$ cat src/hdl/bse_pkg.sv
// Package for the burning ship escape-time block.
// Shared widths, constants, register indexes and the queue item type.
// No dependencies.
`default_nettype none
package bse_pkg;

  localparam int FRAC_BITS     = 24;
  localparam int PIX_W         = 11;
  localparam int CNT_W         = 10;
  localparam int STEP_W        = 31;
  localparam int ORG_W         = 32;
  localparam int CFG_IDX_W     = 8;
  localparam int CFG_DATA_W    = 32;
  // c never exceeds 44 signed bits; one spare
  localparam int C_W           = 45;
  // z components stay below 2.0 while iterating
  localparam int Z_W           = FRAC_BITS + 1;
  localparam int CENTER_OFFSET = 650;
  localparam int FIFO_DEPTH    = 2;

  typedef enum logic [CFG_IDX_W-1:0] {
    REG_PIXEL_STEP  = 8'd0,
    REG_ORIGIN_REAL = 8'd1,
    REG_ORIGIN_IMAG = 8'd2,
    REG_MAX_ITER    = 8'd3
  } cfg_reg_t;

  typedef struct packed {
    logic [PIX_W-1:0]     px;
    logic [PIX_W-1:0]     py;
    logic signed [C_W-1:0] cr;
    logic signed [C_W-1:0] ci;
  } pt_item_t;

endpackage
`default_nettype wire

$ cat src/hdl/bse_map.sv
// Front end: accepts pixel items and maps them to complex points.
// Depends on bse_pkg.
`default_nettype none
module bse_map (
  input  wire                         clk,
  input  wire                         rst_n,
  input  wire                         in_valid,
  output logic                        in_ready,
  input  wire  [bse_pkg::PIX_W-1:0]   px,
  input  wire  [bse_pkg::PIX_W-1:0]   py,
  input  wire  [bse_pkg::STEP_W-1:0]  pixel_step,
  input  wire  [bse_pkg::ORG_W-1:0]   origin_real,
  input  wire  [bse_pkg::ORG_W-1:0]   origin_imag,
  output logic                        push,
  input  wire                         push_ready,
  output bse_pkg::pt_item_t           item
);
  import bse_pkg::*;

  localparam int OFF_W = PIX_W + 1;
  localparam int PRD_W = OFF_W + STEP_W + 1;

  logic              valid_r, valid_nxt;
  pt_item_t          item_r;
  logic signed [OFF_W-1:0]  offx, offy;
  logic signed [STEP_W:0]   step_s;
  logic signed [PRD_W-1:0]  mulx, muly;
  logic signed [C_W-1:0]    crx, ciy;

  assign in_ready = !valid_r || push_ready;
  assign push     = valid_r;
  assign item     = item_r;

  always_comb begin
    offx   = $signed({1'b0, px}) - $signed(OFF_W'(CENTER_OFFSET));
    offy   = $signed({1'b0, py}) - $signed(OFF_W'(CENTER_OFFSET));
    step_s = $signed({1'b0, pixel_step});
    mulx   = offx * step_s;
    muly   = offy * step_s;
    crx    = C_W'(mulx) + C_W'($signed(origin_real));
    ciy    = C_W'(muly) + C_W'($signed(origin_imag));
    valid_nxt = valid_r;
    if (in_valid && in_ready) valid_nxt = 1'b1;
    else if (push_ready)      valid_nxt = 1'b0;
  end

  always_ff @(posedge clk) begin
    if (!rst_n) valid_r <= 1'b0;
    else        valid_r <= valid_nxt;
    if (in_valid && in_ready) begin
      item_r.px <= px;
      item_r.py <= py;
      item_r.cr <= crx;
      item_r.ci <= ciy;
    end
  end

endmodule
`default_nettype wire

$ cat config.mk
export PLATFORM = sky130hd
export DESIGN_NAME = bse_map
export DESIGN_NICKNAME = d
export VERILOG_FILES = /design/src/hdl/bse_pkg.sv /design/src/hdl/bse_map.sv
export SDC_FILE = /design/constraint.sdc
export NUM_CORES = 2
export LEC_CHECK = 0
export ABC_AREA = 1
export BUFFER_PORTS_ARGS = -buffer_cell sky130_fd_sc_hd__clkbuf_2
export CAP_MARGIN = 10
export CORE_ASPECT_RATIO = 1.25
export CORE_MARGIN = 2
export CORE_UTILIZATION = 64
export DETAILED_ROUTE_END_ITERATION = 10
export HOLD_SLACK_MARGIN = 0.06
export PLACE_DENSITY_LB_ADDON = 0.05
export RECOVER_POWER = 100
export SLEW_MARGIN = 20
export SYNTH_ARGS = -nofsm -noshare
export SYNTH_HDL_FRONTEND = slang
export SYNTH_SLANG_ARGS = --single-unit
$ cat constraint.sdc
create_clock -name clk -period 11.3 [get_ports clk]
set_clock_uncertainty 0.1 [all_clocks]
set_input_delay 2.825 -clock clk [delete_from_list [all_inputs] [get_ports clk]]
set_output_delay 2.825 -clock clk [all_outputs]
set_load 0.005 [all_outputs]
==> metrics.sh <==
STATUS='finished with violations'
VIOLATIONS='capacitance limit, slew limit'
SYNTH_SEQ_AREA_SHARE_PCT=10.57
DETAILEDPLACEMENTHPWL_MM=82.15
DETAIL_ROUTE.VIAS_PER_CELL=5.527
PLACEMENT.IO_BUFFERS=234
WORST-PATH-MAX-FANOUT=29
CTS_SETUP_BUFFERS=0
FLOORPLAN.DIE_AREA_SQ_MM=0.05185
SYNTH_TOP_AREA_SHARE_PCT=41.51
FP.COREAREA_SQ_MM=0.04941
TIMING.FINAL.HOLD_VIOLATIONS=0
DETAIL_ROUTE.WIRELENGTH_MM=99.82
POST_SYNTH_NUM_CELL_TYPES=48
GLOBALROUTETOTALUTIL_PCT=40.68
WORST_SETUP_HOLD_PATH_CLK_SLEW_PS=70
POST-SYNTH-TOP-COUNT-CELL='sky130_fd_sc_hd__nand2_1'
CTS.REPAIR.RESIZED=0
FILLERINSTANCES=4236
CRIT_PATH_END_KIND='flip-flop'
CTS_MAX_PATH_BUFFERS=2
GRT_FIRST_PASS_WIRELENGTH_MM=155.4
SYNTHCELLS=3931
SETUP_VIOL=0
FINAL_ANTENNA_NET_COUNT=0
TIGHTEST_SLEW_PS=3527
FIRST_ITER_VIOLATIONS=1373
SYN_AVG_CELL_AREA_SQ_UM=8.145
TIMING.CRITICAL_PATH.REQUIRED_PS=11440
HTREE_LEVELS=4
OVERFLOW=0
SYNTH_ASYNC_SR_FLOP_SHARE_PCT=0
FINAL-MAX-SLEW-VIOLATION-COUNT=183
IOPINCOUNT=235
CTS_ROOT_BUFFER='sky130_fd_sc_hd__clkbuf_16'
MAXCLOCKFREQUENCY_GHz=0.1012
LAYOUT_CELL_SHARE_WITH_DRIVE_STRENGTH_BEYOND_1_PCT=7.672
NUMBER_OF_CLOCK_BUFFERS_INSERTED_BY_TRITONCTS=17
POST-SYNTH-TOP-AREA-CELL='sky130_fd_sc_hd__fa_1'
CLOCK_SINK_COUNT=113
REMAINING_DRC_ERRORS=0
INITIAL_CORE_UTIL_PCT=64.80
FIRSTDRTPASSITERS=5
MAPPEDNETLISTNETS=4974
TIMING.FINAL.CRIT_SHARE_PCT=87.42
TNS_PS=0
STARTPOINT_TYPE='input port'
CTS_TREE='built'
RSZ0062_AT_GRT='no'
SYNTH.TOP_CELLS.BY_AREA='sky130_fd_sc_hd__fa_1 42%, sky130_fd_sc_hd__nand2_1 14%, sky130_fd_sc_hd__edfxtp_1 11%, sky130_fd_sc_hd__inv_1 10%, sky130_fd_sc_hd__ha_1 10%'
WORST_SKEW_PAIR.LATE_LATENCY_PS=470
VIA_TOTAL_AFTER_DETAILED_ROUTING=26230
DIE-WIDTH_MICRONS=204.1
SYNTH.FF_LATCH_COUNT=113
YOSYSWARNINGCOUNT=0
NNETSFINAL=5123
POST_SYNTH_INSTANCE_AREA_SQ_MM=0.03202
YOSYS_MOST_USED_DFF='sky130_fd_sc_hd__edfxtp_1'
PLACE.GP.CONGESTION=1.082
AREA.GROWTH.SYNTH_TO_FINAL_PCT=5.846
FINAL.MIN_CLOCK_PERIOD_PS=9878
SYNTH_ENABLE_FLOP_CELLS=112
DIE_H_MICRONS=254.1
LARGEST_NET_DEGREE_AT_THE_START_OF_GLOBAL_ROUTING=59
MAX-CAP-VIOLATIONS=5
STD_CELL_ROWS=91
FIRST_GLOBAL_VIAS=28660
CRITICAL_SETUP_PATH_CLASS='in -> reg'
POST_SYNTH_MOST_FREQUENT_CELLS='1232 x sky130_fd_sc_hd__nand2_1, 891 x sky130_fd_sc_hd__inv_1, 664 x sky130_fd_sc_hd__fa_1, 278 x sky130_fd_sc_hd__nor2_1, 258 x sky130_fd_sc_hd__ha_1'
WL_PER_CELL_MICRONS=21.03
HOLDCRITPATHCLASS='reg -> reg'
POST_CTS_HOLD_BUFFER_COUNT=0
SLEW_HEADROOM_PCT=-135.1
ANTENNA_FOUND_INITIAL=6
CRITICAL_PATH_AT_PS=10020
[layer usage]
layer	global-route usage, %	up-vias	wire length, microns
li1	-	11730	-
met5	0	-	40
met1	43.02	12780	32760
met4	32.61	6	9345
met2	71.21	1255	50560
met3	7.322	458	7119
[sequential cells by signal (all words and copies together), names as in the netlist]
| signal | cells |
|---|---|
| push | 1 |
| item | 112 |
[cells in the final DEF, fill, tap and decap left out, drive strengths merged, types with 3 or more instances in the layout]
cell,synthesis,layout
nand3,88,88
and2,3,3
nor2,349,349
edfxtp,112,112
clkinvlp,0,4
inv,907,909
fa,664,664
nand4,20,20
a21oi,59,59
o21bai,4,4
buf,40,13
nor3,6,6
xor2,35,35
nand2,1259,1259
or2,12,12
clkbuf,80,256
o21ai,18,18
clkinv,2,8
xnor2,7,7
ha,258,258
[cell families (layout without fill, tap and decap cells)]
logic type	count (synthesis)	count (layout)	share of synthesized area, %
buffers and inverters	1029	1191	12.72
other	0	2	0
adder cells (fa/ha/maj)	922	922	51.60
AO/OA/AOI/OAI	86	86	1.524
XOR/XNOR	42	42	1.231
AND/OR/NAND/NOR	1739	1739	22.37
flip-flops	113	113	10.57
[layout make-up]
class / count / area [sq um] / area share, %
diodes: 2 / 5.005 / 0.01477
clock buffers: 19 / 432.9 / 1.277
clock inverters: 13 / 130.1 / 0.3839
inverters: 909 / 3425 / 10.10
multi-input cells: 2789 / 24540 / 72.40
flip-flops and latches: 113 / 3383 / 9.983
well taps: 651 / 814.5 / 2.403
repair buffers: 250 / 1162 / 3.430
[stage by stage]
step                      instance area [sq um]  util (%)  hold slack [ps]  setup WS, ps  instances
final                                     33890     68.59            443.9          1422       4746
after global routing                      33890     68.58            502.9         921.4       4745
after CTS                                 34050     68.91            479.4          2009       4744
after detailed placement                  33490     67.77            468.6          1536       4712
after global placement                    33490     67.77            451.7          1595       4712
after floorplan                           32020         -            422.9          2319       3931
[critical path, cell delays in order]
cell                       delay [ps]
sky130_fd_sc_hd__clkbuf_1         230
sky130_fd_sc_hd__clkinv_1         150
sky130_fd_sc_hd__buf_4            280
sky130_fd_sc_hd__a21oi_1          380
sky130_fd_sc_hd__inv_1             80
sky130_fd_sc_hd__nor2_1            90
sky130_fd_sc_hd__nor2_1            90
sky130_fd_sc_hd__inv_1            850
sky130_fd_sc_hd__nand2_1          170
sky130_fd_sc_hd__fa_1             540
sky130_fd_sc_hd__fa_1             510
sky130_fd_sc_hd__inv_1             50
sky130_fd_sc_hd__fa_1             590
sky130_fd_sc_hd__fa_1             440
sky130_fd_sc_hd__fa_1             500
sky130_fd_sc_hd__inv_1             60
sky130_fd_sc_hd__fa_1             490
sky130_fd_sc_hd__inv_1             50
sky130_fd_sc_hd__ha_1             360
sky130_fd_sc_hd__nand2_1          110
sky130_fd_sc_hd__nor2_1           310
sky130_fd_sc_hd__nand2_1          150
sky130_fd_sc_hd__nor2_1           300
sky130_fd_sc_hd__nand3_1          170
sky130_fd_sc_hd__nand4_1          130
sky130_fd_sc_hd__nand2_1           60
[path summary, 6_finish.rpt]
path / start / end / slack (ps) / cells after the start
hold reg to reg: push / push / 440 / 2
setup / recovery: px[1] / item[88] / 1420 / 26
hold / removal: push / push / 440 / 2
setup reg to reg: push / item[68] / 6500 / 2
Power is not shown: default switching activity piles up to over one toggle a cycle in this logic, so the estimate is an artifact.
