===== src/hdl/bse_pkg.sv =====
// Package for the burning ship escape-time block.
// Shared widths, constants, register indexes and the queue item type.
// No dependencies.
`default_nettype none
package bse_pkg;

  localparam int FRAC_BITS     = 24;
  localparam int PIX_W         = 11;
  localparam int CNT_W         = 10;
  localparam int STEP_W        = 31;
  localparam int ORG_W         = 32;
  localparam int CFG_IDX_W     = 8;
  localparam int CFG_DATA_W    = 32;
  // c never exceeds 44 signed bits; one spare
  localparam int C_W           = 45;
  // z components stay below 2.0 while iterating
  localparam int Z_W           = FRAC_BITS + 1;
  localparam int CENTER_OFFSET = 650;
  localparam int FIFO_DEPTH    = 2;

  typedef enum logic [CFG_IDX_W-1:0] {
    REG_PIXEL_STEP  = 8'd0,
    REG_ORIGIN_REAL = 8'd1,
    REG_ORIGIN_IMAG = 8'd2,
    REG_MAX_ITER    = 8'd3
  } cfg_reg_t;

  typedef struct packed {
    logic [PIX_W-1:0]     px;
    logic [PIX_W-1:0]     py;
    logic signed [C_W-1:0] cr;
    logic signed [C_W-1:0] ci;
  } pt_item_t;

endpackage
`default_nettype wire


===== src/hdl/bse_core.sv =====
// Back end: iterates the burning ship map for one point and holds the result.
// Depends on bse_pkg.
`default_nettype none
module bse_core (
  input  wire                         clk,
  input  wire                         rst_n,
  input  wire                         pt_valid,
  output logic                        pt_pop,
  input  bse_pkg::pt_item_t           pt,
  input  wire  [bse_pkg::CNT_W-1:0]   max_iter,
  output logic                        res_valid,
  input  wire                         res_ready,
  output logic [bse_pkg::PIX_W-1:0]   res_x,
  output logic [bse_pkg::PIX_W-1:0]   res_y,
  output logic [bse_pkg::CNT_W-1:0]   res_cnt,
  output logic                        res_esc
);
  import bse_pkg::*;

  localparam int SQ_W  = 2 * Z_W;
  localparam int SR_W  = SQ_W - FRAC_BITS;
  localparam int PR_W  = SQ_W - FRAC_BITS + 1;
  localparam int N_W   = C_W + 2;
  localparam logic [SQ_W:0] FOUR_WIDE = (SQ_W + 1)'(4) << (2 * FRAC_BITS);

  typedef enum logic [1:0] {S_IDLE, S_MUL, S_ADD} state_t;

  state_t                 state_r;
  logic [Z_W-1:0]         zr_r, zi_r;
  logic [CNT_W-1:0]       cnt_r;
  logic signed [C_W-1:0]  cr_r, ci_r;
  logic [PIX_W-1:0]       px_r, py_r;
  logic [SQ_W-1:0]        sqr_r, sqi_r, prd_r;
  logic                   ov_r, oesc_r;
  logic [PIX_W-1:0]       ox_r, oy_r;
  logic [CNT_W-1:0]       ocnt_r;

  logic [SQ_W:0]          mag;
  logic                   esc_now, at_max, big, finish, fin_esc, out_free;
  logic                   load_out;
  logic signed [N_W-1:0]  nr, ni;
  logic [N_W-1:0]         ar, ai;
  logic [CNT_W-1:0]       cnt_inc, fin_cnt;

  assign out_free  = !ov_r || res_ready;
  assign load_out  = (state_r == S_ADD) && finish && out_free;
  assign pt_pop    = (state_r == S_IDLE) && pt_valid;
  assign res_valid = ov_r;
  assign res_x     = ox_r;
  assign res_y     = oy_r;
  assign res_cnt   = ocnt_r;
  assign res_esc   = oesc_r;

  always_comb begin
    mag     = {1'b0, sqr_r} + {1'b0, sqi_r};
    // squares of the current z double as its escape test
    esc_now = (cnt_r != '0) && (mag >= FOUR_WIDE);
    at_max  = cnt_r == max_iter;
    nr = $signed({(N_W - SR_W)'(0), sqr_r[SQ_W-1:FRAC_BITS]})
       - $signed({(N_W - SR_W)'(0), sqi_r[SQ_W-1:FRAC_BITS]})
       + N_W'(cr_r);
    ni = $signed({(N_W - PR_W)'(0), prd_r[SQ_W-1:FRAC_BITS-1]}) + N_W'(ci_r);
    ar = nr[N_W-1] ? N_W'(-nr) : N_W'(nr);
    ai = ni[N_W-1] ? N_W'(-ni) : N_W'(ni);
    // a component of 2.0 or more escapes without squaring, unless the count is at the limit
    big     = (|ar[N_W-1:Z_W]) || (|ai[N_W-1:Z_W]);
    cnt_inc = cnt_r + 1'b1;
    finish  = esc_now || at_max || big;
    fin_esc = esc_now || (!at_max && big);
    fin_cnt = (esc_now || at_max) ? cnt_r : cnt_inc;
  end

  always_ff @(posedge clk) begin
    if (!rst_n) begin
      state_r <= S_IDLE;
      ov_r    <= 1'b0;
    end else begin
      if (load_out)       ov_r <= 1'b1;
      else if (res_ready) ov_r <= 1'b0;
      case (state_r)
        S_IDLE: begin
          if (pt_valid) begin
            state_r <= S_MUL;
            zr_r    <= '0;
            zi_r    <= '0;
            cnt_r   <= '0;
            cr_r    <= pt.cr;
            ci_r    <= pt.ci;
            px_r    <= pt.px;
            py_r    <= pt.py;
          end
        end
        S_MUL: begin
          sqr_r   <= zr_r * zr_r;
          sqi_r   <= zi_r * zi_r;
          prd_r   <= zr_r * zi_r;
          state_r <= S_ADD;
        end
        S_ADD: begin
          if (!finish) begin
            zr_r    <= ar[Z_W-1:0];
            zi_r    <= ai[Z_W-1:0];
            cnt_r   <= cnt_inc;
            state_r <= S_MUL;
          end else if (out_free) begin
            ox_r    <= px_r;
            oy_r    <= py_r;
            ocnt_r  <= fin_cnt;
            oesc_r  <= fin_esc;
            state_r <= S_IDLE;
          end
        end
        default: state_r <= S_IDLE;
      endcase
    end
  end

  a_limit_count: assert property (@(posedge clk) disable iff (!rst_n)
    res_valid && !res_esc |-> res_cnt == max_iter)
    else $error("non-escaped result count differs from limit");
  a_esc_nonzero: assert property (@(posedge clk) disable iff (!rst_n)
    res_valid && res_esc |-> res_cnt != '0)
    else $error("escape reported with zero iterations");
  a_count_bound: assert property (@(posedge clk) disable iff (!rst_n)
    state_r == S_ADD |-> cnt_r <= max_iter)
    else $error("iteration count ran past limit");
  a_stall_hold: assert property (@(posedge clk) disable iff (!rst_n)
    res_valid && !res_ready |=> res_valid && $stable(res_cnt) && $stable(res_esc))
    else $error("pending result changed while stalled");

endmodule
`default_nettype wire


===== config.mk =====
export PLATFORM = sky130hd
export DESIGN_NAME = bse_core
export DESIGN_NICKNAME = d
export VERILOG_FILES = /design/src/hdl/bse_pkg.sv /design/src/hdl/bse_core.sv
export SDC_FILE = /design/constraint.sdc
export NUM_CORES = 2
export LEC_CHECK = 0
export ABC_AREA = 1
export BUFFER_PORTS_ARGS = -buffer_cell sky130_fd_sc_hd__buf_4
export CORE_ASPECT_RATIO = 1.4
export CORE_MARGIN = 2
export CORE_UTILIZATION = 55
export DETAILED_ROUTE_END_ITERATION = 8
export MAX_ROUTING_LAYER = met4
export PLACE_DENSITY = 0.76
export SETUP_SLACK_MARGIN = 0.3
export SLEW_MARGIN = 10
export SYNTH_ARGS = -nofsm -noshare
export SYNTH_HDL_FRONTEND = slang
export SYNTH_SLANG_ARGS = --single-unit

===== constraint.sdc =====
create_clock -name clk -period 36.1 [get_ports clk]
set_clock_uncertainty 0.15 [all_clocks]
set_input_delay 7.22 -clock clk [delete_from_list [all_inputs] [get_ports clk]]
set_output_delay 7.22 -clock clk [all_outputs]
set_load 0.05 [all_outputs]

==> results.py <==
metrics = {
    "run_status": {
        "status": "finished, final reports clean",
    },
    "global_route": {
        "antenna_found_initial": 5,
        "grt_pass1_vias": 67600,
        "grt_overflow_total": 0,
        "grtUsageTotal_pct": 31.4,
        "grt_pass1_wl_mm": 351,
        "grt_max_degree": 74,
    },
    "drt": {
        "vias": 62400,
        "drc_errors": 0,
        "drtIter0Drc": 4019,
        "ant_nets": 0,
        "wirelength_mm": 216,
        "routedWlPerCell_um": 18.3,
        "firstDrtPassIters": 6,
        "viasPerCell": 5.29,
    },
    "worst_setup_path": {
        "regToRegStartpoint": "sqi_r[24]",
        "cp_top_family": "buffers and inverters",
        "cpPeakStageDelay_ns": 0.20,
        "critPathBufInv": 3,
        "critPathKind": "input port to primary output",
        "reg2regPathDepth": 36,
        "cp.arrival_ns": 7.66,
        "reg2reg_slack_ns": 27.26,
        "worstReg2RegEnd": "cnt_r[0]",
        "path_cells": "buf_4 > inv_1 > nor2_1 > buf_4",
        "critPathMaxFanout": 2,
        "cpMaxStageDelayCell": "buf_4",
        "cp_data_required_time_ns": 28.73,
        "crit_top_cell": "buf_4",
        "cp-start-kind": "input port",
        "crit_path_end_kind": "primary output",
    },
    "sta": {
        "slew_headroom_pct": 20.2,
        "worst_pin_slew_ns": 1.17,
        "fin_setup_tns_ns": 0,
        "period_share_pct": 41.6,
        "fmaxAchievable_mhz": 66.6,
        "fin_crit_ns": 15.03,
        "grt_setup_unrepaired": "no",
        "finalHoldViolCount": 0,
        "setup_viol": 0,
        "final-max-slew-violation-count": 0,
    },
    "clock_network": {
        "cts_hold_buf": 0,
        "cts_max_level": 2,
        "insertion_delay_ns": 0.64,
        "cts-buffers-inserted": 40,
        "cts_sinks": 331,
        "cts-root-buf": "clkbuf_16",
        "cts_tree": "built",
        "clk_pin_slew_ns": 0.06,
        "cts_buffer_depth": 3,
        "cts_resized": 0,
        "cts_setup_buffers": 0,
    },
    "synth": {
        "syn-instance-count": 9891,
        "yosysWarnings": 0,
        "synth_area_mm2": 0.0791,
        "avgSynthCellArea_um2": 8.00,
        "yosysSeqAreaShare_pct": 12.5,
        "synth_edf_count": 328,
        "synth.distinct_cells": 55,
        "yosys.area.top_type_share_pct": 36.9,
        "synthTopCellsByArea": "fa_1 37%, inv_1 13%, edfxtp_1 12%, nand2_1 12%, ha_1 11%",
        "ys.flop_type": "edfxtp_1",
        "synth-seq-cells": 331,
        "async_flop_share_pct": 0,
        "yosys.area.top_type": "fa_1",
        "synth_nets": 12200,
    },
    "floorplan": {
        "dieArea_mm2": 0.147,
        "dieHeight_um": 453,
        "die_w_um": 325,
        "coreArea_mm2": 0.143,
        "io_pins": 161,
        "initial_core_util_pct": 55.4,
        "rows": 164,
    },
    "placed_design": {
        "port_buffers": 160,
        "gp_routability_congestion": 0.985,
        "dpl.hpwl_mm": 172,
    },
    "hold_path": {
        "worstHoldEndpoint": "res_x[3]",
        "min_from": "px_r[3]",
        "hold_class": "register to register",
        "hold_depth": 0,
    },
    "finish": {
        "final_cell_mix": "2806 x inv_1, 2460 x nand2_1, 1460 x fa_1",
        "nets": 12200,
        "drive_gt1_share_pct": 4.78,
        "final_common_cell": "inv_1",
        "syn2layout_area_growth_pct": 5.48,
    },
    "job": {
        "maxCapViolations": 0,
    },
}
-- registers in the layout, summed over array words and instances, names as in the netlist, 25 cells and up --
signal and flops:
sqi_r 48, sqr_r 48, ci_r 45, cr_r 45, prd_r 27, zi_r 25, zr_r 25
-- worst max-delay path by stage --
| stage | slack (ns) | to | from | depth (start not counted) |
|---|---|---|---|---|
| 2_1_floorplan | 19.57 | prd_r[23] | rst_n | 2 |
| 3_3_place_gp | 21.04 | pt_pop | pt_valid | 4 |
| 3_5_place_dp | 21.08 | pt_pop | pt_valid | 4 |
| 4_1_cts | 21.07 | pt_pop | pt_valid | 4 |
| 5_1_grt | 21.05 | pt_pop | pt_valid | 4 |
| 6_report | 21.07 | pt_pop | pt_valid | 4 |
-- cell type report --
type / instances / area, um^2
multi-input cells: 6410 / 57400
repair buffers: 231 / 1730
well taps: 1909 / 2390
inverters: 2843 / 10700
flip-flops and latches: 331 / 9910
clock buffers: 49 / 1060
diodes: 5 / 12.5
clock inverters: 24 / 283
fillers: 12800 / 59400
-- layer usage --
layer  track usage, %  part of all wire (%)
met1             33.5                    35
met3             3.66                   5.6
met4             19.4                   7.3
met5                -                     0
met2             55.6                    52
-- stage by stage --
stage / cells / hold slack (ns) / cell area (um^2) / setup WS (ns) / utilization [%]
detailed placement: 11700 / 0.255 / 82100 / 21.08 / 57.5
finish: 11800 / 0.262 / 83400 / 21.07 / 58.4
global placement: 11700 / 0.250 / 82100 / 21.04 / 57.5
floorplan: 9891 / 0.250 / 79100 / 19.57 / -
CTS: 11800 / 0.265 / 83400 / 21.07 / 58.4
global route: 11800 / 0.269 / 83400 / 21.05 / 58.4
-- synth_stat cells (5+ instances only) --
cell / number
inv_1: 2806
nand2_1: 2460
fa_1: 1460
ha_1: 708
nor2_1: 422
edfxtp_1: 328
a21oi_1: 319
clkbuf_1: 257
nand3_1: 239
o21ai_0: 157
xor2_1: 114
xnor2_1: 80
nand4_1: 59
nand2_2: 54
nor3_1: 53
a31oi_1: 44
buf_1: 43
nor2_2: 31
inv_2: 27
nand3_2: 22
o21a_1: 22
o21bai_1: 18
a21o_1: 17
nor2_4: 12
nor4_1: 12
o21ai_1: 12
nand3b_1: 11
or2_2: 11
clkinv_1: 10
o211ai_1: 10
o221ai_1: 9
a21boi_1: 8
o31ai_1: 6
nand2_4: 5
-- kinds of logic (layout without fill, tap and decap cells) --
group | Yosys count | count (layout) | synth area share [%]
other | 0 | 5 | 0
xor gates and xnor gates | 194 | 194 | 2.15
and+or+nand+nor | 3401 | 3401 | 17.6
AOI/OAI and AO/OA | 647 | 647 | 4.59
DFF | 331 | 331 | 12.5
buffers and inverters | 3150 | 3147 | 15.0
adders and majority gates | 2168 | 2168 | 48.1
Power is left out: the tool's default activity adds up to more than one toggle a clock period on the data nets, which glitch-free logic cannot reach.
