### src/hdl/bse_pkg.sv
// Package for the burning ship escape-time block.
// Shared widths, constants, register indexes and the queue item type.
// No dependencies.
`default_nettype none
package bse_pkg;

  localparam int FRAC_BITS     = 24;
  localparam int PIX_W         = 11;
  localparam int CNT_W         = 10;
  localparam int STEP_W        = 31;
  localparam int ORG_W         = 32;
  localparam int CFG_IDX_W     = 8;
  localparam int CFG_DATA_W    = 32;
  // c never exceeds 44 signed bits; one spare
  localparam int C_W           = 45;
  // z components stay below 2.0 while iterating
  localparam int Z_W           = FRAC_BITS + 1;
  localparam int CENTER_OFFSET = 650;
  localparam int FIFO_DEPTH    = 2;

  typedef enum logic [CFG_IDX_W-1:0] {
    REG_PIXEL_STEP  = 8'd0,
    REG_ORIGIN_REAL = 8'd1,
    REG_ORIGIN_IMAG = 8'd2,
    REG_MAX_ITER    = 8'd3
  } cfg_reg_t;

  typedef struct packed {
    logic [PIX_W-1:0]     px;
    logic [PIX_W-1:0]     py;
    logic signed [C_W-1:0] cr;
    logic signed [C_W-1:0] ci;
  } pt_item_t;

endpackage
`default_nettype wire

### src/hdl/bse_fifo.sv
// Short register queue between the mapper and the iteration engine.
// Depends on bse_pkg.
`default_nettype none
module bse_fifo #(
  parameter int DEPTH = bse_pkg::FIFO_DEPTH
) (
  input  wire                clk,
  input  wire                rst_n,
  input  wire                push,
  output logic               push_ready,
  input  bse_pkg::pt_item_t  push_item,
  output logic               pop_valid,
  input  wire                pop,
  output bse_pkg::pt_item_t  pop_item
);
  import bse_pkg::*;

  localparam int PTR_W = (DEPTH > 1) ? $clog2(DEPTH) : 1;
  localparam int CNT_W2 = $clog2(DEPTH + 1);

  pt_item_t              mem_r [DEPTH];
  logic [PTR_W-1:0]      wp_r, wp_nxt, rp_r, rp_nxt;
  logic [CNT_W2-1:0]     cnt_r, cnt_nxt;
  logic                  do_push, do_pop;

  assign push_ready = cnt_r != CNT_W2'(DEPTH);
  assign pop_valid  = cnt_r != '0;
  assign pop_item   = mem_r[rp_r];
  assign do_push    = push && push_ready;
  assign do_pop     = pop && pop_valid;

  always_comb begin
    wp_nxt = wp_r;
    rp_nxt = rp_r;
    if (do_push) wp_nxt = (wp_r == PTR_W'(DEPTH - 1)) ? '0 : wp_r + 1'b1;
    if (do_pop)  rp_nxt = (rp_r == PTR_W'(DEPTH - 1)) ? '0 : rp_r + 1'b1;
    cnt_nxt = cnt_r + CNT_W2'(do_push) - CNT_W2'(do_pop);
  end

  always_ff @(posedge clk) begin
    if (!rst_n) begin
      wp_r  <= '0;
      rp_r  <= '0;
      cnt_r <= '0;
    end else begin
      wp_r  <= wp_nxt;
      rp_r  <= rp_nxt;
      cnt_r <= cnt_nxt;
    end
    if (do_push) mem_r[wp_r] <= push_item;
  end

endmodule
`default_nettype wire

### config.mk
export PLATFORM = sky130hd
export DESIGN_NAME = bse_fifo
export DESIGN_NICKNAME = d
export VERILOG_FILES = /design/src/hdl/bse_pkg.sv /design/src/hdl/bse_fifo.sv
export SDC_FILE = /design/constraint.sdc
export NUM_CORES = 1
export LEC_CHECK = 0
export ABC_AREA = 0
export BUFFER_PORTS_ARGS = -buffer_cell sky130_fd_sc_hd__buf_2
export CORE_MARGIN = 2
export CORE_UTILIZATION = 47
export CTS_CLUSTER_DIAMETER = 50
export CTS_CLUSTER_SIZE = 8
export DETAILED_ROUTE_END_ITERATION = 8
export HOLD_SLACK_MARGIN = 0.15
export PLACE_DENSITY = 0.73
export SYNTH_ARGS = -nofsm -noshare
export SYNTH_HDL_FRONTEND = slang
export SYNTH_SLANG_ARGS = --single-unit
### constraint.sdc
create_clock -name clk -period 4.9 [get_ports clk]
set_input_delay 0.49 -clock clk [delete_from_list [all_inputs] [get_ports clk]]
set_output_delay 0.49 -clock clk [all_outputs]
set_load 0.01 [all_outputs]
==> results of run 1 <==
==> report_power, final <==
group          internal [mW]  switching, mW
clock                   1.30          0.728
combinational          0.465          0.502
sequential              2.39         0.0782
total                   4.15           1.31
==> cell families after synthesis <==
family / synth area share (%)
and+or+nand+nor: 0.883
muxes: 15.2
buffers and inverters: 1.39
xor gates and xnor gates: 0.105
AOI/OAI and AO/OA: 0.643
adders and majority gates: 0.150
DFF: 81.6
==> metrics by stage <==
stage          hold slack [ns]  area (um^2)  total power [mW]  setup WS [ns]  std cells
5_1_grt                  0.180        10700              5.71           1.99        872
3_5_place_dp             0.578         9730              3.49           2.29        824
4_1_cts                  0.178        10700              5.54           2.09        872
6_report                 0.202        10700              5.46           2.13        873
3_3_place_gp             0.568         9730              3.45           2.41        824
2_1_floorplan            0.529         8360              3.14           1.12        377
==> critical path: stages, from the launching register on <==
cell and delay, ns:
dfxtp_4 0.63, buf_4 0.56, mux2_2 0.41, buf_2 0.14
==> placed cells by master (no fill, tap or decap), types with 2 or more instances in the layout <==
cell,synthesis,routed
a21bo_2,2,2
buf_4,1,5
dfxtp_1,5,4
nor2_1,2,2
buf_2,3,229
clkbuf_1,0,11
nand2b_1,2,2
clkbuf_16,0,35
o21ai_0,2,2
mux2_2,112,112
edfxtp_1,224,224
and2_1,3,3
==> how the worst max path moves through the flow <==
stage | start | to | slack [ns] | depth (start not counted)
finish | flop | pop_item[35] | 2.13 | 3
CTS | flop | pop_item[102] | 2.09 | 3
global placement | push | mem_r[0][83] | 2.41 | 4
detailed placement | cnt_r[0] | mem_r[0][83] | 2.29 | 4
global route | flop | pop_item[102] | 1.99 | 3
floorplan | cnt_r[0] | mem_r[1][0] | 1.12 | 2
==> sequential cells by signal, indices dropped and copies added, names as in the netlist, named ones only <==
name   cells
cnt_r      2
mem_r    224
rp_r       1
wp_r       1
==> area by class of cell <==
class | instances | share of cell area (%)
clock buffers | 47 | 8.73
well taps | 225 | 2.64
clock inverters | 1 | 0.0821
multi-input cells | 135 | 13.4
inverters | 1 | 0.0586
repair buffers | 234 | 11.1
diodes | 1 | 0.0235
flip-flops and latches | 229 | 64.0
==> layer usage <==
layer,share of wire (%),routed length (um),vias up,track usage (%)
met2,50,7740,192,27.7
met1,38,6000,2123,18.4
met4,2.1,329,0,6.19
met5,0,0,-,0
li1,-,-,2015,-
met3,9.9,1540,26,5.89
==> flow_summary.yaml, run 1 <==
status:
  status: "complete, no violations"
synthesis:
  yosys-top-cells-area: "edfxtp_1 80%, mux2_2 15%, dfxtp_1 1.2%"
  syn-cell-area_um2: 8360
  yosysTopAreaCell: "edfxtp_1"
  synth_warnings: 0
  ys_ff_latch: 229
  synth_edf_count: 224
  synth.avg_cell_area_um2: 22.2
  ys_types: 24
  synth_ff_type: "edfxtp_1"
  synth.most_common_cell: "edfxtp_1"
  seq_area_frac_synth_pct: 81.6
  syn_nets: 494
  yosysTopAreaCellShare_pct: 80.4
  synthArstFlopShare_pct: 0
  synth_common_cells: "224 x edfxtp_1, 112 x mux2_2, 8 x buf_6"
  synthCells: 377
finish:
  syn2layout_area_growth_pct: 27.6
  multi_input_area_um2: 1430
  fillers: 1272
  post-route-util_pct: 61.5
  seq_area_um2: 6830
  final_layout_size_suffix_gt1_share_pct: 60.1
  fin_nets: 752
clock_tree:
  cts_setup_buffers: 0
  cts_sinks: 229
  postCtsHoldBufs: 0
  post_cts.resized_instances: 0
  clk_path_buf_depth: 3
  ctsHtreeMaxLevel: 2
  cts.clk_slew.worst_paths_ns: 0.05
  cts_inserted_buffers: 34
  cts_tree: "yes"
  clk_latency_ns: 0.47
  clockRootBuffer: "clkbuf_16"
sta:
  relSlewSlack_pct: 24.1
  min_period_ns: 2.77
  maxSlewViolCount: 0
  worst_slew_pin_slew_ns: 1.14
  setup_violations: 0
  finClkSkew_ns: 0.00558
  rsz0062_at_grt: "false"
  hold_viol_final: 0
  clock.fmax_mhz: 361
  min_period_over_period_pct: 56.5
  finalSetupTns_ns: 0
die:
  coreArea_um2: 17400
  start_util_pct: 48.2
  die_x_um: 137
  rows: 48
  num_io_pins: 230
  dieArea_um2: 18900
  die_h_um: 137
worst_setup_path:
  ff2ff_setup_slack_ns: 2.32
  cp_max_fo: 45
  critPathKind: "flop to output pin"
  cp-end-kind: "output pin"
  required_ns: 4.41
  start_kind: "flop"
  r2r_start: "cnt_r[0]"
  worst_r2r_endpoint: "mem_r[0][52]"
  worstPathArrival_ns: 2.28
  rr_worst_depth: 4
pwr:
  p_per_area_nw_per_um2: 512
  worst_ir_drop_vdd_mv: 0.342
  p_leak_nw: 4.00
global_route:
  overflow: 0
  antenna_found_initial: 1
  track_usage_pct: 16.1
  grt_max_degree: 87
  grt_pass1_wl_mm: 23.1
  grt_pass1_vias: 4595
worst_hold_path:
  hp-start: "push_item[14]"
  min_path_cells: 1
  min_to: "mem_r[1][14]"
  hp-class: "primary input to flop"
detailed_routing:
  wl_per_cell_um: 17.9
  drc: 0
  wirelength_mm: 15.6
  viasPerCell: 4.99
  drt_iter0_markers: 190
  vias: 4356
  dr.pass1.iters: 4
  ant_nets: 0
run:
  maxCapViolCount: 0
placed_design:
  hpwl_mm: 10.1
  port_buffers: 229
  routabilityCongestion: 0.732
Note: power is estimated with default switching activity, not from simulation.
==> inputs of run 2 (changes only) <==
--- a/config.mk
+++ b/config.mk
@@ -13,7 +13,7 @@
 export CTS_CLUSTER_SIZE = 8
 export DETAILED_ROUTE_END_ITERATION = 8
 export HOLD_SLACK_MARGIN = 0.15
-export PLACE_DENSITY = 0.73
+export PLACE_DENSITY = 0.76
 export SYNTH_ARGS = -nofsm -noshare
 export SYNTH_HDL_FRONTEND = slang
 export SYNTH_SLANG_ARGS = --single-unit
==> constraint.sdc (replaced) <==
create_clock -name clk -period 2.3 [get_ports clk]
set_input_delay 0.23 -clock clk [delete_from_list [all_inputs] [get_ports clk]]
set_output_delay 0.23 -clock clk [all_outputs]
set_load 0.01 [all_outputs]
==> flow_summary.yaml, run 2 (synthesis results as in run 1) <==
global_route:
  grt_pass1_vias: 5212
  antenna_found_initial: 0
  use_met2_pct: 33.0
  grt_max_degree: 62
  met3_usage_pct: 5.56
  grt_use_met1_pct: 19.2
  overflow: 0
  busiest_layer: "met2"
  track_usage_pct: 17.9
  grt_pass1_wl_mm: 25.6
sta:
  setup_violations: 0
  clock.fmax_mhz: 477
  hold_viol_final: 0
  relSlewSlack_pct: 68.8
  min_period_ns: 2.09
  rsz0062_at_grt: "false"
  worst_slew_pin_slew_ns: 0.468
  min_period_over_period_pct: 91.1
  maxSlewViolCount: 0
  finClkSkew_ns: 0.0139
  worst_slack_ns: 0.205
clock_tree:
  cts.clk_slew.worst_paths_ns: 0.05
  cts_setup_buffers: 0
  clk_path_buf_depth: 3
  cts_tree: "yes"
  clockRootBuffer: "clkbuf_16"
  ctsHtreeMaxLevel: 2
  cts_sinks: 229
  clk_latency_ns: 0.48
  cts_inserted_buffers: 35
finish:
  syn2layout_area_growth_pct: 43.8
  fin_area_um2: 12000
  fillers: 1070
  reg_top3: "mem_r: 224 flops, cnt_r: 2 flops"
  final_common_cell: "buf_2"
  fin_nets: 872
  final_layout_size_suffix_gt1_share_pct: 52.1
  largest_reg_flops: 224
  mostFrequentLayoutCells: "229 x buf_2, 224 x edfxtp_1, 114 x dlygate4sd3_1"
  max_flop_register: "mem_r"
die:
  start_util_pct: 48.2
  die_x_um: 137
  dieArea_um2: 18900
  rows: 48
  coreArea_um2: 17400
  die_h_um: 137
  num_io_pins: 230
worst_setup_path:
  start_kind: "flop"
  worstPathArrival_ns: 1.86
  ff2ff_setup_slack_ns: 0.60
  cp_slowest_cell: "dfxtp_4"
  required_ns: 2.07
  critPathKind: "flop to output pin"
  slowest_delay_ns: 0.56
  cp_max_fo: 21
  path_cells: "buf_4 > mux2_2 > buf_2"
  worst-path-buf-inv: 2
  cp-end-kind: "output pin"
  critPathTopFamily: "flip-flops"
detailed_routing:
  ant_nets: 0
  viasPerCell: 4.91
  vias: 4876
  drt_iter0_markers: 242
  wl_per_cell_um: 17.6
  wirelength_mm: 17.5
  dr.pass1.iters: 4
  drc: 0
pwr:
  internal_power_mw: 9.38
  clockPowerShare_pct: 38.0
  worst_ir_drop_vdd_mv: 0.983
  p_sw_share_pct: 23.6
  p_leak_nw: 4.57
  seq_power_share_pct: 42.8
  p_comb_share_pct: 19.2
  power.switching_mw: 2.89
  p_per_area_nw_per_um2: 1020
placed_design:
  routabilityCongestion: 0.714
  dp_slack_ns: 0.580
  port_buffers: 229
  placed_cell_area_um2: 9850
  hpwl_mm: 10.4
status:
  status: "complete, no violations"
run:
  maxCapViolCount: 0
worst_hold_path:
  hp-class: "primary input to flop"
-- run 2: cell types whose count changed in the layout (fill, tap and decap cells not counted), sizes merged --
cell         before  now
buf             234  239
bufinv            0    2
clkinv            0    1
clkinvlp          0    1
dlygate4sd3       0  114
inv               2    0
-- run 2: final timing paths --
path / startpoint / cells past startpoint / endpoint
min reg2reg: rp_r / 2 / flop
max: flop / 3 / pop_item[89]
min: pop / 3 / cnt_r[1]
max reg2reg: cnt_r[0] / 3 / mem_r[1][3]
-- run 2: final cells by class --
| type | count | area (um^2) | share of cell area (%) |
|---|---|---|---|
| Multi-Input combinational cell | 135 | 1430 | 11.9 |
| Clock buffer | 47 | 963 | 8.01 |
| Timing Repair Buffer | 353 | 2440 | 20.3 |
| Clock inverter | 3 | 65.1 | 0.541 |
| Inverter | 1 | 7.51 | 0.0624 |
| Tap cell | 225 | 282 | 2.34 |
| Antenna cell | 1 | 2.50 | 0.0208 |
| Sequential cell | 229 | 6830 | 56.8 |
-- run 2: power by group through the flow --
stage / sequential [mW] / clock [mW] / combinational, mW
3_3_place_gp: 5.29 / 0 / 2.14
5_1_grt: 5.29 / 4.93 / 2.53
6_report: 5.25 / 4.67 / 2.36
3_5_place_dp: 5.33 / 0 / 2.19
4_1_cts: 5.25 / 4.76 / 2.36
2_1_floorplan: 5.26 / 0 / 1.42
-- run 2: through the flow --
| step | utilization (%) | instances | setup TNS [ns] | hold WS, ns | power [mW] |
|---|---|---|---|---|---|
| floorplan | - | 377 | -51.73 | 0.329 | 6.68 |
| global placement | 56.8 | 829 | 0 | 0.417 | 7.44 |
| detailed placement | 56.8 | 829 | 0 | 0.421 | 7.51 |
| CTS | 69.3 | 993 | 0 | 0.171 | 12.4 |
| global route | 69.3 | 993 | 0 | 0.178 | 12.7 |
| finish | 69.3 | 994 | 0 | 0.192 | 12.3 |
-- run 2: routing by layer --
layer  part of all wire [%]  vias to the layer above
met5                      0                        -
met4                    2.3                        0
met3                    8.0                       42
met2                     53                      200
met1                     37                     2372
li1                       -                     2262
-- run 2: worst reg2reg max path, stage by stage, from the launching register on --
cell	delay (ns)
dfxtp_2	0.39
nand2b_4	0.16
and3_4	0.50
buf_4	0.34
-- run 2: what timing repair did --
item | 4_1_cts | 5_1_grt
gates resized for setup | 0 | 0
hold buffers | 114 | 0
hold endpoints to repair | 229 | 0
